## src/nlc_pkg.sv

```systemverilog
// Package for the numeric literal classifier: state type, mode and class codes,
// and the character test functions. No dependencies.
package nlc_pkg;

    localparam logic [2:0] MODE_START = 3'd0;
    localparam logic [2:0] MODE_ZERO  = 3'd1;
    localparam logic [2:0] MODE_OCT   = 3'd2;
    localparam logic [2:0] MODE_HEX   = 3'd3;
    localparam logic [2:0] MODE_DEC   = 3'd4;
    localparam logic [2:0] MODE_FLT   = 3'd5;

    localparam logic [2:0] CLASS_ZERO = 3'd0;
    localparam logic [2:0] CLASS_OCT  = 3'd1;
    localparam logic [2:0] CLASS_HEX  = 3'd2;
    localparam logic [2:0] CLASS_DEC  = 3'd3;
    localparam logic [2:0] CLASS_FLT  = 3'd4;
    localparam logic [2:0] CLASS_MAL  = 3'd5;

    localparam logic [1:0] POS_MAX = 2'd3;

    localparam logic [7:0] CH_ZERO  = 8'h30;
    localparam logic [7:0] CH_SEVEN = 8'h37;
    localparam logic [7:0] CH_NINE  = 8'h39;
    localparam logic [7:0] CH_LC_A  = 8'h61;
    localparam logic [7:0] CH_LC_F  = 8'h66;
    localparam logic [7:0] CH_UC_A  = 8'h41;
    localparam logic [7:0] CH_UC_F  = 8'h46;
    localparam logic [7:0] CH_LC_X  = 8'h78;
    localparam logic [7:0] CH_UC_X  = 8'h58;
    localparam logic [7:0] CH_DOT   = 8'h2e;
    localparam logic [7:0] CH_LC_E  = 8'h65;
    localparam logic [7:0] CH_UC_E  = 8'h45;
    localparam logic [7:0] CH_PLUS  = 8'h2b;
    localparam logic [7:0] CH_MINUS = 8'h2d;

    typedef struct packed {
        logic [1:0] position;
        logic [2:0] mode;
        logic       marker_is_exponent;
        logic       need_digit_or_sign;
        logic       digit_after_marker;
        logic       bad;
    } t_state;

    function automatic logic is_dig(input logic [7:0] c);
        return (c >= CH_ZERO) && (c <= CH_NINE);
    endfunction

    function automatic logic is_oct(input logic [7:0] c);
        return (c >= CH_ZERO) && (c <= CH_SEVEN);
    endfunction

    function automatic logic is_hex(input logic [7:0] c);
        return is_dig(c) || ((c >= CH_LC_A) && (c <= CH_LC_F))
            || ((c >= CH_UC_A) && (c <= CH_UC_F));
    endfunction

    function automatic logic is_exp(input logic [7:0] c);
        return (c == CH_LC_E) || (c == CH_UC_E);
    endfunction

    function automatic logic is_marker(input logic [7:0] c);
        return (c == CH_DOT) || is_exp(c);
    endfunction

    function automatic logic is_sign(input logic [7:0] c);
        return (c == CH_PLUS) || (c == CH_MINUS);
    endfunction

endpackage

```

## src/numeric_literal_classifier_core.sv

```systemverilog
// Top level of the numeric literal classifier: input register, token state, result register.
// Depends on nlc_pkg and nlc_step.
//
//  Channel | Dir | Beat                       | Fields (tdata low bit up)
//  s       | in  | one token character        | tdata[7:0] ch, tlast = last
//  m       | out | one class per token        | tdata[2:0] token_class, [7:3] zero
//
// A character is taken every cycle unless a last beat waits on a stalled result.
// The combinational step links the input register to the token state and result registers.
// Reset clears the token state and both valid flags; it is synchronous and active low.
// A stalled result holds last beats, and a held last beat blocks all characters behind it.
module numeric_literal_classifier_core (
    input  logic       i_clk,
    input  logic       i_rst_n,
    input  logic       i_s_tvalid,
    output logic       o_s_tready,
    input  logic [7:0] i_s_tdata,   // [7:0] ch
    input  logic       i_s_tlast,
    output logic       o_m_tvalid,
    input  logic       i_m_tready,
    output logic [7:0] o_m_tdata    // [2:0] token_class, [7:3] zero
);
    import nlc_pkg::*;

    logic       r_in_valid;
    logic [7:0] r_in_ch;
    logic       r_in_last;
    t_state     r_state;
    logic       r_out_valid;
    logic [2:0] r_out_class;

    t_state     step_next;
    logic [2:0] step_class;
    logic       advance;

    nlc_step u_step (
        .i_state (r_state),
        .i_ch    (r_in_ch),
        .o_next  (step_next),
        .o_class (step_class)
    );

    assign advance    = r_in_valid && (!r_in_last || !r_out_valid || i_m_tready);
    assign o_s_tready = !r_in_valid || advance;
    assign o_m_tvalid = r_out_valid;
    assign o_m_tdata  = {5'd0, r_out_class};

    always_ff @(posedge i_clk) begin
        if (!i_rst_n) begin
            r_in_valid <= 1'b0;
        end else if (o_s_tready) begin
            r_in_valid <= i_s_tvalid;
        end
        if (o_s_tready && i_s_tvalid) begin
            r_in_ch   <= i_s_tdata;
            r_in_last <= i_s_tlast;
        end
    end

    always_ff @(posedge i_clk) begin
        if (!i_rst_n) begin
            r_state <= '0;
        end else if (advance) begin
            r_state <= r_in_last ? t_state'('0) : step_next;
        end
    end

    always_ff @(posedge i_clk) begin
        if (!i_rst_n) begin
            r_out_valid <= 1'b0;
        end else if (advance && r_in_last) begin
            r_out_valid <= 1'b1;
        end else if (i_m_tready) begin
            r_out_valid <= 1'b0;
        end
        if (advance && r_in_last) begin
            r_out_class <= step_class;
        end
    end

    a_state_cleared: assert property (@(posedge i_clk) disable iff (!i_rst_n)
        advance && r_in_last |=> r_state == t_state'('0))
        else $error("Token state not cleared after a last beat.");

    a_mode_legal: assert property (@(posedge i_clk) disable iff (!i_rst_n)
        r_state.mode <= MODE_FLT)
        else $error("Token mode outside its codes.");

    a_class_legal: assert property (@(posedge i_clk) disable iff (!i_rst_n)
        r_out_valid |-> r_out_class <= CLASS_MAL)
        else $error("Result class outside its codes.");

    a_out_from_last: assert property (@(posedge i_clk) disable iff (!i_rst_n)
        $rose(r_out_valid) |-> $past(advance && r_in_last))
        else $error("Result raised without a last beat.");

    a_held_when_blocked: assert property (@(posedge i_clk) disable iff (!i_rst_n)
        r_in_valid && !advance |=> r_in_valid && $stable(r_in_ch) && $stable(r_in_last))
        else $error("Blocked character lost from the input register.");

endmodule

```

## src/nlc_step.sv

```systemverilog
// One character step of the classifier: next token state and the class on the last beat.
// Pure combinational logic; depends on nlc_pkg.
module nlc_step (
    input  nlc_pkg::t_state i_state,
    input  logic [7:0]      i_ch,
    output nlc_pkg::t_state o_next,
    output logic [2:0]      o_class
);
    import nlc_pkg::*;

    t_state s;

    always_comb begin
        s = i_state;
        if (!i_state.bad) begin
            case (i_state.mode)
                MODE_START: begin
                    if (i_ch == CH_ZERO) begin
                        s.mode = MODE_ZERO;
                    end else if (is_dig(i_ch)) begin
                        s.mode = MODE_DEC;
                    end else begin
                        s.bad = 1'b1;
                    end
                end
                MODE_ZERO: begin
                    if (is_oct(i_ch)) begin
                        s.mode = MODE_OCT;
                    end else if ((i_ch == CH_LC_X) || (i_ch == CH_UC_X)) begin
                        s.mode = MODE_HEX;
                    end else if (i_ch == CH_DOT) begin
                        s.mode               = MODE_FLT;
                        s.marker_is_exponent = 1'b0;
                        s.need_digit_or_sign = 1'b1;
                        s.digit_after_marker = 1'b0;
                    end else begin
                        s.bad = 1'b1;
                    end
                end
                MODE_OCT: begin
                    if (!is_oct(i_ch)) s.bad = 1'b1;
                end
                MODE_HEX: begin
                    if (!is_hex(i_ch)) s.bad = 1'b1;
                end
                MODE_DEC: begin
                    if (is_marker(i_ch)) begin
                        s.mode               = MODE_FLT;
                        s.marker_is_exponent = is_exp(i_ch);
                        s.need_digit_or_sign = 1'b1;
                        s.digit_after_marker = 1'b0;
                    end else if (!is_dig(i_ch)) begin
                        s.bad = 1'b1;
                    end
                end
                MODE_FLT: begin
                    if (i_state.need_digit_or_sign) begin
                        if (!is_dig(i_ch) && !is_sign(i_ch)) s.bad = 1'b1;
                        s.need_digit_or_sign = 1'b0;
                    end
                    if (is_dig(i_ch)) s.digit_after_marker = 1'b1;
                    if (i_state.marker_is_exponent && (i_ch == CH_DOT)) s.bad = 1'b1;
                end
                default: begin
                    s.bad = 1'b1;
                end
            endcase
        end
        if (i_state.position != POS_MAX) s.position = i_state.position + 2'd1;
        o_next = s;
    end

    always_comb begin
        if (s.bad) begin
            o_class = CLASS_MAL;
        end else begin
            case (s.mode)
                MODE_ZERO: o_class = CLASS_ZERO;
                MODE_OCT:  o_class = CLASS_OCT;
                MODE_HEX:  o_class = (s.position == POS_MAX) ? CLASS_HEX : CLASS_MAL;
                MODE_DEC:  o_class = CLASS_DEC;
                MODE_FLT: begin
                    if (is_marker(i_ch) || is_sign(i_ch) || s.need_digit_or_sign
                        || !s.digit_after_marker) begin
                        o_class = CLASS_MAL;
                    end else begin
                        o_class = CLASS_FLT;
                    end
                end
                default:   o_class = CLASS_MAL;
            endcase
        end
    end

endmodule

```

## config.mk

```make
export PLATFORM = sky130hd
export DESIGN_NAME = numeric_literal_classifier_core
export DESIGN_NICKNAME = d
export VERILOG_FILES = /design/src/nlc_pkg.sv /design/src/numeric_literal_classifier_core.sv /design/src/nlc_step.sv
export SDC_FILE = /design/constraint.sdc
export NUM_CORES = 1
export LEC_CHECK = 0
export BUFFER_PORTS_ARGS = -buffer_cell sky130_fd_sc_hd__buf_2
export CAP_MARGIN = 20
export CELL_PAD_IN_SITES_DETAIL_PLACEMENT = 2
export CELL_PAD_IN_SITES_GLOBAL_PLACEMENT = 2
export CORE_AREA = 2 2 100 54
export CTS_CLUSTER_DIAMETER = 30
export DETAILED_ROUTE_END_ITERATION = 8
export DIE_AREA = 0 0 102 56
export GPL_TIMING_DRIVEN = 1
export PLACE_DENSITY = 0.69
export SLEW_MARGIN = 20
export SYNTH_ARGS = -nofsm -noshare
export SYNTH_HDL_FRONTEND = slang
export SYNTH_HIERARCHICAL = 1
export SYNTH_SLANG_ARGS = --single-unit
```

## constraint.sdc

```tcl
create_clock -name i_clk -period 2 [get_ports i_clk]
set_clock_uncertainty 0.1 [all_clocks]
set_input_delay 0.2 -clock i_clk [delete_from_list [all_inputs] [get_ports i_clk]]
set_output_delay 0.2 -clock i_clk [all_outputs]
set_load 0.05 [all_outputs]
```

======== Word level (Yosys, flattened, before mapping) ========
Cells that the tools add are included.
word-level totals
  memories ................................ 0
  input bits .............................. 13
  latch bits .............................. 0
  register bits ........................... 23
  bits in read-only memories .............. 0
  word-level logic and storage cells ...... 105
  memory bits (writable) .................. 0
operators by class
  muxes and demuxes ....................... 30
  divide/modulo/power cells ............... 0
  shifts and indexed selects .............. 0
  add/sub/neg operators ................... 1
  order comparisons ....................... 7
  reductions and logical operators ........ 31
  bitwise gates (word level) .............. 0
  eq/ne operators ......................... 25
  multiply operators ...................... 0
operators by type and width
  cell                                                    number
  equality test 8 x 6 -> 1 bit (second input constant)    4
  equality test 8 x 7 -> 1 bit (second input constant)    4
  >= comparator 8 x 7 -> 1 bit (second input constant)    2
  <= comparator 8 x 6 -> 1 bit (second input constant)    2
  <= comparator 8 x 7 -> 1 bit (second input constant)    2
  2-to-1 mux 3 bit                                        5
  case mux 3 bit (5 select lines)                         1
  2-to-1 mux 1 bit                                        13
  equality test 3 x 2 -> 1 bit (second input constant)    4
  equality test 3 bit (second input constant)             4
  logical OR 1 bit                                        12
  2-to-1 mux 6 bit                                        2
  logical AND 1 bit                                       9
  2-to-1 mux 9 bit                                        1
  case mux 3 bit (3 select lines)                         1
  >= comparator 8 x 6 -> 1 bit (second input constant)    1
  2-to-1 mux 4 bit                                        2
  2-to-1 mux 7 bit                                        1
  AND reduction 7 bit                                     1
  equality test 3 x 1 -> 1 bit (second input constant)    2
  zero test 1 bit                                         6
  inequality test 3 x 2 -> 1 bit (second input constant)  2
  inequality test 3 bit (second input constant)           2
  case mux 1 bit (6 select lines)                         1
  9 further kinds                                         10

======== Longest topological paths before layout ========
Gate-level depths: netlist (run 1).
  depth in word-level cells ............... 13
  depth in mapped cells ................... 7

======== Cells and area by module ========
Netlist (run 1), hierarchy kept.
modules (own cells, without submodules)
  module                           cells an instance  area an instance (µm²)  times used
  numeric_literal_classifier_core  51                 787.0                   1
  nlc_step                         89                 610.6                   1

======== Worst setup path after synthesis (run 1) ========
No wires, ideal clock.
  kind .................................... register -> register
  start ................................... reg r_in_ch[3]
  end ..................................... reg r_out_class[0], data pin
  slack ................................... -0.244 ns
  data arrival time ....................... 1.889 ns
  buffers on the path ..................... 1
  library setup time ...................... 0.255 ns
  stages on the path, launching flop included .. 8
  cell sequence ........................... edfxtp_1 buf_6 nor4b_4 a32o_2 nand3_2 o21ai_2 or4b_1 a31o_1
RTL lines
  what                    RTL line                               source
  start, declared         numeric_literal_classifier_core.sv:26  logic [7:0] r_in_ch;
  start signal, assigned  numeric_literal_classifier_core.sv:55  r_in_ch <= i_s_tdata;
  end signal, assigned    numeric_literal_classifier_core.sv:77  r_out_class <= step_class;
  end, declared           numeric_literal_classifier_core.sv:30  logic [2:0] r_out_class;

======== Worst setup path after layout (run 1) ========
  start ................................... reg r_in_ch[4]
  end ..................................... reg r_out_class[0], data pin
on the way
  cells in the longest elaborated chain, start to end .. 10
  elaborated cells between the ends (all ways) .. 62
  classes of those cells .................. 7 x order compare; 13 x eq/ne; 24 x mux; 18 x reduce/logical
RTL lines
  what
  branches (longest 10 deep; another with >= comparator 8 x 6 -> 1 bit)
Several ways; the timed one is not identified. The select of a mux whose other input is x is not followed.
A chain may end at the register's enable or synchronous reset.

==> results by group, run 1 <==
STA
  • FMAX: 405 MHz
  • Worst Tran Pin Value: 0.588 ns
  • Final worst path period share: 123%
  • Hold Fails Final Rpt: 0
  • Setup Viol. Count Final: 9
  • RSZ-0062 raised after global routing: yes
  • Slew headroom: 60.8%
  • Final Critical Period: 2.47 ns
  • Crit path setup slack, layout: -0.467 ns
  • Final slew viol count: 0

Clocking
  • Clock sink count: 23
  • Worst-path clk slew: 0.09 ns
  • Htree depth: 1
  • Total CTS buffers: 3
  • CTS max path bufs: 2
  • CTS tree: built
  • Skew-Pair Late Insertion Delay: 0.27 ns
  • Root Driver: clkbuf_8

Synthesis
  • Number of enable flip-flop cells after synthesis: 12
  • Post-synthesis cell count: 140
  • Distinct cells, synth: 53
  • Yosys top cell area share: 25.8%
  • Seq/Total Area, Yosys: 41.5%
  • Netlist Area Pre-Place: 1400 um^2
  • Mapped Avg Cell Area: 9.98 um^2
  • Synth area leaders: edfxtp_1, dfxtp_1, a22o_1, buf_4, nor2_1
  • Ys flop type: edfxtp_1
  • Syn. warnings: 6
  • Seq cells post-synth: 23
  • Synth top cells by count: edfxtp_1, dfxtp_1, a22o_1, nor2_1, nand2_1
  • Ys async rst share: 0%
  • Top-count cell post-synth: edfxtp_1
  • Cell taking the most area after synthesis: edfxtp_1

Critical path
  • CP Cell Sequence: and4bb_2, and3_4, a31oi_2, nand2_1, or4b_1, a31o_1
  • WP data arrival: 2.40 ns
  • CP max-delay cell: edfxtp_1
  • Crit end category: register
  • Crit-path max FO: 5
  • R2r setup slk: -0.47 ns
  • Top Family by Delay on Critical Path: simple AND/OR/NAND/NOR gates
  • Slowest cell delay on critical path: 0.53 ns
  • CP Launch Type: register
  • Required time at the worst-slack endpoint: 1.93 ns
  • Setup CP Type: reg -> reg
  • CP bufs+invs: 0

Floorplanning
  • Starting Density: 29.3%
  • Die height: 56 um
  • Die area: 5710 um^2
  • Core ar.: 4770 um^2
  • Die Width: 102 um
  • Boundary Pins: 23
  • Rows: 18

Placed design
  • Input/output buffers: 17
  • HPWL Detailed: 3.97 mm
  • Placed cell area: 1780 um^2
  • RD Place Congestion: 0.817

Global route
  • First-pass GRT wire length: 8.97 mm
  • Largest net degree at the start of global routing: 14
  • Vias in the first global route: 1541
  • Initial antenna violation count: 0
  • GR Util All Layers: 21.0%
  • Grt ovf: 0

Power
  • Pint: 0.727 mW
  • Leakage power: 0.873 nW
  • Gate power share: 17.0%
  • Clk pwr share: 30.1%
  • Sequential power share: 52.8%
  • VDD IR-drop max: 0.268 mV
  • Power per Cell Area: 490 nW/um^2
  • Net Sw Frac: 28.4%
  • P_sw: 0.289 mW
  • Total power: 1.02 mW

Drt
  • Avg WL per Cell: 21.6 um
  • DR vias: 1445
  • DR vias/cell: 5.22
  • # DRC: 0
  • Detailed Route WL: 5.97 mm
  • DRT iter0 DRCs: 33
  • Antenna-violating nets left: 0
  • 1st-pass router iterations: 4

Min path
  • Hold Crit Class: in -> reg

Final layout
  • Area Overhead vs Synth: 48.4%
  • Cell area after layout: 2070 um^2
  • # diodes: 0
  • Share of cells above drive strength 1: 44.9%
  • Nets: 221

Status
  • Status: complete, but fails checks
  • Failing checks: negative setup slack

Flow run
  • Max Cap Viol: 0
-- power by group through the flow --
stage / logic, mW / clock network, mW / registers, mW
floorplan: 0.0876 / 0 / 0.545
global placement: 0.128 / 0 / 0.543
detailed placement: 0.135 / 0 / 0.547
CTS: 0.159 / 0.318 / 0.535
global route: 0.184 / 0.341 / 0.540
finish: 0.173 / 0.306 / 0.537
-- final timing paths --
kind                                  from             end  cells after the start
worst max register to register  r_in_ch[4]  r_out_class[0]                      6
worst min-delay path            i_s_tvalid      r_in_valid                      3
worst max-delay path            r_in_ch[4]  r_out_class[0]                      6
worst min register to register  r_state[1]      r_state[1]                      1
-- flip-flops by register name, indices dropped and copies added (netlist names) --
name	cells
r_out_class	3
r_in_ch	8
r_state	9
r_in_valid	1
o_m_tvalid	1
r_in_last	1
-- final cells by class --
type / instances / area (um^2)
tap: 70 / 87.6
clock inverter: 1 / 5.00
sequential: 23 / 581
inverter: 6 / 22.5
fill: 526 / 2700
multi-input combinational: 102 / 801
clock buffer: 3 / 41.3
timing repair buffer: 72 / 537
-- worst register-to-register path, delay by kind of cell, from the launching register on --
kind,cells,cell delay (ns)
AO/OA/AOI/OAI,2,0.47
flip-flops,1,0.53
AND/OR/NAND/NOR,4,1.13
-- repair_timing --
action,in CTS,in global routing
setup endpoints to repair,8,10
pin swaps,7,2
gates resized for setup,10,8
hold buffers,7,2
hold endpoints to repair,7,2
setup buffers,6,4
-- layer usage --
metal	track usage, %	routed length [um]	part of all wire, %
met1	28.6	2780	46
met2	34.8	2860	48
met3	3.64	176	2.9
met4	4.76	156	2.6
met5	0	0	0
-- layout by cell type (no fill, tap or decap), types with 2 or more instances in the layout --
cell,netlist,layout
buf_4,5,44
buf_2,2,17
edfxtp_1,12,12
dfxtp_1,11,11
a22o_1,10,10
nor2_1,10,9
dlygate4sd3_1,0,9
nand3_1,6,6
inv_1,6,6
nand2_1,7,5
conb_1,1,5
o21ai_0,6,5
a21oi_1,6,4
nand4_1,4,4
nor2b_1,3,3
nand2_2,1,3
clkbuf_8,0,3
nor3_1,3,3
a31oi_1,3,2
nor3b_4,1,2
nand2b_1,2,2
o22ai_2,1,2
nand4b_1,2,2
a41o_1,2,2
a21oi_2,0,2
-- per-stage QoR --
step	hold WS (ns)	instances	setup slack [ns]	utilization [%]	setup TNS (ns)
after detailed placement	0.279	254	-0.445	37.2	-1.73
after global placement	0.276	254	-0.344	37.2	-1.25
after floorplan	0.199	144	-0.239	-	-0.371
final	0.0982	277	-0.467	43.4	-2.60
after global routing	0.123	277	-0.539	43.4	-3.53
after CTS	0.00294	271	-0.368	41.7	-1.64
-- cells by family (layout without fill, tap and decap cells) --
group	count (synthesis)	after routing	synth area share, %
multiplexers	1	1	0.716
buffers and inverters	19	82	8.24
flip-flops	23	23	41.5
AND/OR/NAND/NOR	58	58	28.8
XOR/XNOR	1	1	0.627
AO/OA/AOI/OAI	37	37	19.8
other	1	5	0.268
Power figures use the tool's default switching activity.
==> run 2: changes to the inputs <==
--- a/config.mk
+++ b/config.mk
@@ -10,11 +10,13 @@
 export CELL_PAD_IN_SITES_DETAIL_PLACEMENT = 2
 export CELL_PAD_IN_SITES_GLOBAL_PLACEMENT = 2
 export CORE_AREA = 2 2 100 54
+export CTS_BUF_LIST = sky130_fd_sc_hd__clkbuf_8 sky130_fd_sc_hd__clkbuf_16
 export CTS_CLUSTER_DIAMETER = 30
 export DETAILED_ROUTE_END_ITERATION = 8
 export DIE_AREA = 0 0 102 56
 export GPL_TIMING_DRIVEN = 1
 export PLACE_DENSITY = 0.69
+export SETUP_SLACK_MARGIN = 0.5
 export SLEW_MARGIN = 20
 export SYNTH_ARGS = -nofsm -noshare
 export SYNTH_HDL_FRONTEND = slang
==> results by group, run 2 (synthesis gave the netlist of run 1 again) <==
Status
  • Status: complete, but fails checks
  • Failing checks: negative setup slack

Clocking
  • CTS tree: built
  • Skew-Pair Late Insertion Delay: 0.27 ns (about the same)
  • Worst-path clk slew: 0.10 ns (about the same)
  • Clock sink count: 23 (unchanged)
  • CTS max path bufs: 2 (unchanged)
  • Htree depth: 1 (unchanged)
  • Root Driver: clkbuf_8
  • Total CTS buffers: 3 (unchanged)

Placed design
  • RD Place Congestion: 0.867 (+6.1%)
  • HPWL Detailed: 3.87 mm (-2.6%)
  • Input/output buffers: 17 (unchanged)

Global route
  • Initial antenna violation count: 0 (unchanged)
  • First-pass GRT wire length: 9.32 mm (+3.9%)
  • Grt ovf: 0 (unchanged)
  • Largest net degree at the start of global routing: 14 (unchanged)
  • Vias in the first global route: 1584 (+2.8%)
  • GR Util All Layers: 22.1% (+1.0 points)

STA
  • FMAX: 412 MHz (+1.7%)
  • Hold Fails Final Rpt: 0 (unchanged)
  • Final slew viol count: 0 (unchanged)
  • WHS: 0.127 ns (+0.0293 ns)
  • Final Critical Period: 2.43 ns (-0.0418 ns)
  • Crit path setup slack, layout: -0.425 ns (+0.0418 ns)
  • Worst Tran Pin Value: 0.523 ns (-0.0657 ns)
  • Final worst path period share: 121% (-2.1 points)
  • Sum of negative setup slack: -2.59 ns (+0.00809 ns)
  • Setup Viol. Count Final: 9 (unchanged)
  • Slew headroom: 65.1% (+4.3 points)
  • RSZ-0062 raised after global routing: yes

Drt
  • DRT iter0 DRCs: 24 (-27%)
  • Antenna-violating nets left: 0 (unchanged)
  • Avg WL per Cell: 20.9 um (-2.9%)
  • DR vias/cell: 5.07 (-2.8%)
  • # DRC: 0 (unchanged)
  • Detailed Route WL: 5.99 mm (+0.22%)
  • DR vias: 1450 (+0.35%)
  • 1st-pass router iterations: 4 (unchanged)

Final layout
  • Final core occ: 47.6% (+4.1 points)
  • Share of cells above drive strength 1: 51.9% (+6.9 points)
  • Nets: 230 (+4.1%)
  • Register with the highest flop count: r_state
  • Commonest cells after routing, fill and taps aside: buf_4, buf_2, buf_6
  • Most common cell after layout, fill and taps aside: buf_4
  • Area Overhead vs Synth: 62.6%
  • Max reg flops: 9 (unchanged)
  • Top Registers: r_state x9, r_in_ch x8, r_out_class x3
  • # diodes: 0 (unchanged)

Floorplanning
  • Starting Density: 29.3% (unchanged)
  • Die height: 56 um (unchanged)
  • Rows: 18 (unchanged)
  • Die area: 5710 um^2 (unchanged)
  • Core ar.: 4770 um^2 (unchanged)
  • Die Width: 102 um (unchanged)
  • Boundary Pins: 23 (unchanged)

Power
  • Power per Cell Area: 462 nW/um^2 (-5.8%)
  • Net Sw Frac: 28.9% (+0.43 points)
  • Pint: 0.746 mW (+2.6%)
  • Sequential power share: 50.9% (-1.9 points)
  • VDD IR-drop max: 0.363 mV (+35%)
  • Clk pwr share: 29.9% (-0.2 points)
  • Gate power share: 19.2% (+2.2 points)
  • Leakage power: 0.946 nW (+8.4%)
  • P_sw: 0.303 mW (+4.8%)

Critical path
  • Slowest cell delay on critical path: 0.47 ns (-0.06 ns)
  • Reg2Reg Depth: 9 (+3)
  • Setup CP Type: reg -> reg
  • WP data arrival: 2.36 ns (-0.04 ns)
  • CP Cell Sequence: buf_6, nor3b_4, buf_4, nand4_1, a41o_1, nand3b_1, nand4_1, buf_6, a31o_2
  • CP max-delay cell: edfxtp_1
  • CP bufs+invs: 3 (+3)
  • Required time at the worst-slack endpoint: 1.93 ns (about the same)
  • R2r setup slk: -0.43 ns (+0.04 ns)
  • RR Startpoint: r_in_ch[7]
  • Crit-path max FO: 4 (-1)
  • Crit Reg-Reg Endpoint: r_out_class[2]
  • Top Family by Delay on Critical Path: simple AND/OR/NAND/NOR gates
  • CP Launch Type: register
  • Crit end category: register

Min path
  • Min-Delay Path Depth: 3 (unchanged)
  • Hold Crit Class: in -> reg
  • Hold path startpoint: i_s_tvalid
  • Hold EP: r_in_valid

Flow run
  • Max Cap Viol: 0 (unchanged)
==> run 2: cell count changes in the layout (fill, tap and decap cells not counted), sizes merged <==
cell	previous run	this run
buf	63	72
==> run 2: layer usage <==
metal	track usage (%)	wire length, um	share of wire (%)	up-vias
met2	36.7	2980	50	38
met5	0	0	0	-
li1	-	-	-	676
met4	4.76	48	0.80	0
met1	30.3	2750	46	734
met3	3.14	206	3.4	2
==> run 2: layout make-up <==
cell class / count / area (um^2)
Clock buffer: 3 / 41.3
Tap cell: 70 / 87.6
Fill cell: 500 / 2500
Clock inverter: 1 / 5.00
Multi-Input combinational cell: 102 / 882
Inverter: 6 / 22.5
Timing Repair Buffer: 81 / 652
Sequential cell: 23 / 582
==> run 2: power by group through the flow <==
stage          combinational (mW)  clock [mW]  sequential (mW)
2_1_floorplan              0.0918           0            0.546
3_3_place_gp                0.132           0            0.542
3_5_place_dp                0.138           0            0.545
4_1_cts                     0.185       0.329            0.532
5_1_grt                     0.213       0.345            0.537
6_report                    0.202       0.314            0.534
==> run 2: timing repair <==
item / in CTS / in global routing
resized for setup: 27 / 16
hold buffers: 9 / 0
setup endpoints to repair: 20 / 22
pin swaps: 16 / 10
buffers inserted: 17 / 3
cloned: 0 / 0
hold endpoints to repair: 9 / 0
==> run 2: metrics by stage <==
stage,total power [mW],std cells,cell area (um^2),setup slack (ns)
final,1.05,286,2270,-0.425
after global routing,1.10,286,2270,-0.492
after CTS,1.05,283,2170,-0.346
after detailed placement,0.683,253,1790,-0.459
after global placement,0.674,253,1790,-0.356
after floorplan,0.637,144,1450,-0.238
==> run 2: worst max path at each step <==
stage                           from              to  slack, ns  cells past startpoint
after floorplan           r_in_ch[4]  r_out_class[0]      -0.24                      6
after detailed placement  r_in_ch[7]  r_out_class[2]      -0.46                      7
after CTS                 r_in_ch[4]  r_out_class[0]      -0.35                      7
final                     r_in_ch[7]  r_out_class[2]      -0.43                      9
after global placement    r_in_ch[7]  r_out_class[2]      -0.36                      7
after global routing      r_in_ch[7]  r_out_class[0]      -0.49                      7
==> run 2: worst reg2reg max path: cells and delay by family, from the launching register on <==
| kind | cells | cell delay [ns] |
|---|---|---|
| flops | 1 | 0.47 |
| simple gates | 4 | 0.67 |
| buf+inv | 3 | 0.51 |
| compound gates | 2 | 0.43 |
==> run 3: changes to the inputs <==
--- a/config.mk
+++ b/config.mk
@@ -17,6 +17,7 @@
 export GPL_TIMING_DRIVEN = 1
 export PLACE_DENSITY = 0.69
 export SETUP_SLACK_MARGIN = 0.5
+export SKIP_LAST_GASP = 1
 export SLEW_MARGIN = 20
 export SYNTH_ARGS = -nofsm -noshare
 export SYNTH_HDL_FRONTEND = slang
==> results by group, run 3 (synthesis gave the netlist of run 1 again) <==
Drt
  • Avg WL per Cell: 21.0 um (+0.43%)
  • DR vias/cell: 5.01 (-1.2%)
  • DRT iter0 DRCs: 30 (+25%)
  • Antenna-violating nets left: 0 (unchanged)
  • Detailed Route WL: 6.01 mm (+0.43%)
  • # DRC: 0 (unchanged)
  • DR vias: 1432 (-1.2%)
  • 1st-pass router iterations: 4 (unchanged)

Final layout
  • Nets: 230 (unchanged)
  • Share of cells above drive strength 1: 51.4% (-0.46 points)
  • Commonest cells after routing, fill and taps aside: buf_4, buf_2, buf_6, edfxtp_1
  • Top Registers: r_state x9, r_in_ch x8, r_out_class x3
  • Area Overhead vs Synth: 61.3%
  • Register with the highest flop count: r_state
  • Most common cell after layout, fill and taps aside: buf_4
  • # diodes: 0 (unchanged)
  • Max reg flops: 9 (unchanged)

Floorplanning
  • Core ar.: 4770 um^2 (unchanged)
  • Starting Density: 29.3% (unchanged)
  • Die Width: 102 um (unchanged)
  • Rows: 18 (unchanged)
  • Boundary Pins: 23 (unchanged)
  • Die height: 56 um (unchanged)
  • Die area: 5710 um^2 (unchanged)

Critical path
  • WP data arrival: 2.47 ns (+0.11 ns)
  • CP bufs+invs: 3 (unchanged)
  • Critical path launch point: r_in_ch[7]
  • Slowest cell delay on critical path: 0.47 ns (about the same)
  • Crit end category: register
  • CP Launch Type: register
  • CP Cell Sequence: buf_6, nor3b_4, buf_4, buf_6, nand4_1, a21oi_2, nor2_2, or3_4, a21oi_2
  • RR Startpoint: r_in_ch[7]
  • Crit-path max FO: 4 (unchanged)
  • Setup CP Type: reg -> reg
  • Required time at the worst-slack endpoint: 2.04 ns (+0.11 ns)
  • CP max-delay cell: edfxtp_1
  • Top Family by Delay on Critical Path: simple AND/OR/NAND/NOR gates

STA
  • Setup Viol. Count Final: 9 (unchanged)
  • Crit path setup slack, layout: -0.435 ns (-0.00988 ns)
  • Worst Tran Pin Value: 0.503 ns (-0.0202 ns)
  • RSZ-0062 raised after global routing: yes
  • Hold Fails Final Rpt: 0 (unchanged)
  • Sum of negative setup slack: -2.61 ns (-0.0236 ns)
  • Final worst path period share: 122% (+0.49 points)
  • Final slew viol count: 0 (unchanged)
  • Slew headroom: 66.5% (+1.4 points)
  • FMAX: 411 MHz (-0.41%)
  • WHS: 0.127 ns (-0.000479 ns)
  • Final Critical Period: 2.44 ns (+0.00988 ns)

Clocking
  • Htree depth: 1 (unchanged)
  • CTS tree: built
  • Worst-path clk slew: 0.10 ns (about the same)
  • Root Driver: clkbuf_8
  • Skew-Pair Late Insertion Delay: 0.27 ns (about the same)
  • Clock sink count: 23 (unchanged)
  • Total CTS buffers: 3 (unchanged)
  • CTS max path bufs: 2 (unchanged)

Global route
  • Initial antenna violation count: 0 (unchanged)
  • Grt met3 use: 3.14% (unchanged)
  • Vias in the first global route: 1584 (unchanged)
  • First-pass GRT wire length: 9.32 mm (unchanged)
  • Largest net degree at the start of global routing: 14 (unchanged)
  • Met1 usage: 30.3% (unchanged)
  • Global routing's busiest layer: met2
  • GR Util All Layers: 22.1% (unchanged)
  • Grt met2 use: 36.7% (unchanged)
  • Grt ovf: 0 (unchanged)

Placed design
  • Input/output buffers: 17 (unchanged)
  • RD Place Congestion: 0.867 (unchanged)
  • Post-Place Worst Slack: -0.459 ns (unchanged)
  • HPWL Detailed: 3.87 mm (unchanged)

Min path
  • Hold Crit Class: in -> reg
  • Hold path startpoint: i_s_tvalid

Power
  • Leakage power: 0.944 nW (-0.22%)
  • VDD IR-drop max: 0.351 mV (-3.3%)
  • Total power: 1.05 mW (-0.22%)
  • Power per Cell Area: 464 nW/um^2 (+0.56%)

Status
  • Failing checks: negative setup slack
  • Status: complete, but fails checks

Flow run
  • Max Cap Viol: 0 (unchanged)
[run 3: timing repair]
item,CTS,global route
hold buffers,9,0
gates cloned,0,0
endpoints found under the hold margin,9,0
gates resized for setup,27,13
pin swaps,16,10
endpoints found under the setup margin,20,22
buffers inserted,17,3
[run 3: worst register-to-register path, cell delays in order (launching register included)]
cell and delay (ns):
edfxtp_1 0.47, buf_6 0.16, nor3b_4 0.30, buf_4 0.18, buf_6 0.08, nand4_1 0.17
a21oi_2 0.29, nor2_2 0.09, or3_4 0.34, a21oi_2 0.13
[run 3: metrics by stage]
stage / std cells / instance area, um^2 / util (%)
2_1_floorplan: 144 / 1450 / -
3_3_place_gp: 253 / 1790 / 37.4
3_5_place_dp: 253 / 1790 / 37.4
4_1_cts: 283 / 2170 / 45.5
5_1_grt: 286 / 2250 / 47.2
6_report: 286 / 2250 / 47.2
[run 3: final timing paths]
path | end | slack (ns) | depth (start not counted)
max | r_out_class[1] | -0.44 | 9
min | r_in_valid | 0.13 | 3
max reg2reg | r_out_class[1] | -0.44 | 9
min reg2reg | r_state[1] | 0.42 | 1
[run 3: cell type report]
class / instances / area [um^2]
clock buffer: 3 / 41.3
sequential: 23 / 582
inverter: 6 / 22.5
tap: 70 / 87.6
clock inverter: 1 / 5.00
multi-input combinational: 102 / 868
timing repair buffer: 81 / 648
fill: 500 / 2520
[run 3: routing by layer]
layer | share of wire, % | wire (um) | vias to the layer above
met4 | 0.80 | 48 | 0
li1 | - | - | 675
met1 | 46 | 2750 | 729
met3 | 3.0 | 179 | 2
met2 | 51 | 3040 | 26
met5 | 0 | 0 | -
[run 3: power breakdown]
part | internal [mW] | leakage [nW] | total (mW) | switching (mW)
Sequential | 0.514 | 0.208 | 0.533 | 0.0196
Clock | 0.140 | 0.0255 | 0.313 | 0.173
Combinational | 0.0925 | 0.711 | 0.200 | 0.108
Total | 0.746 | 0.944 | 1.05 | 0.301
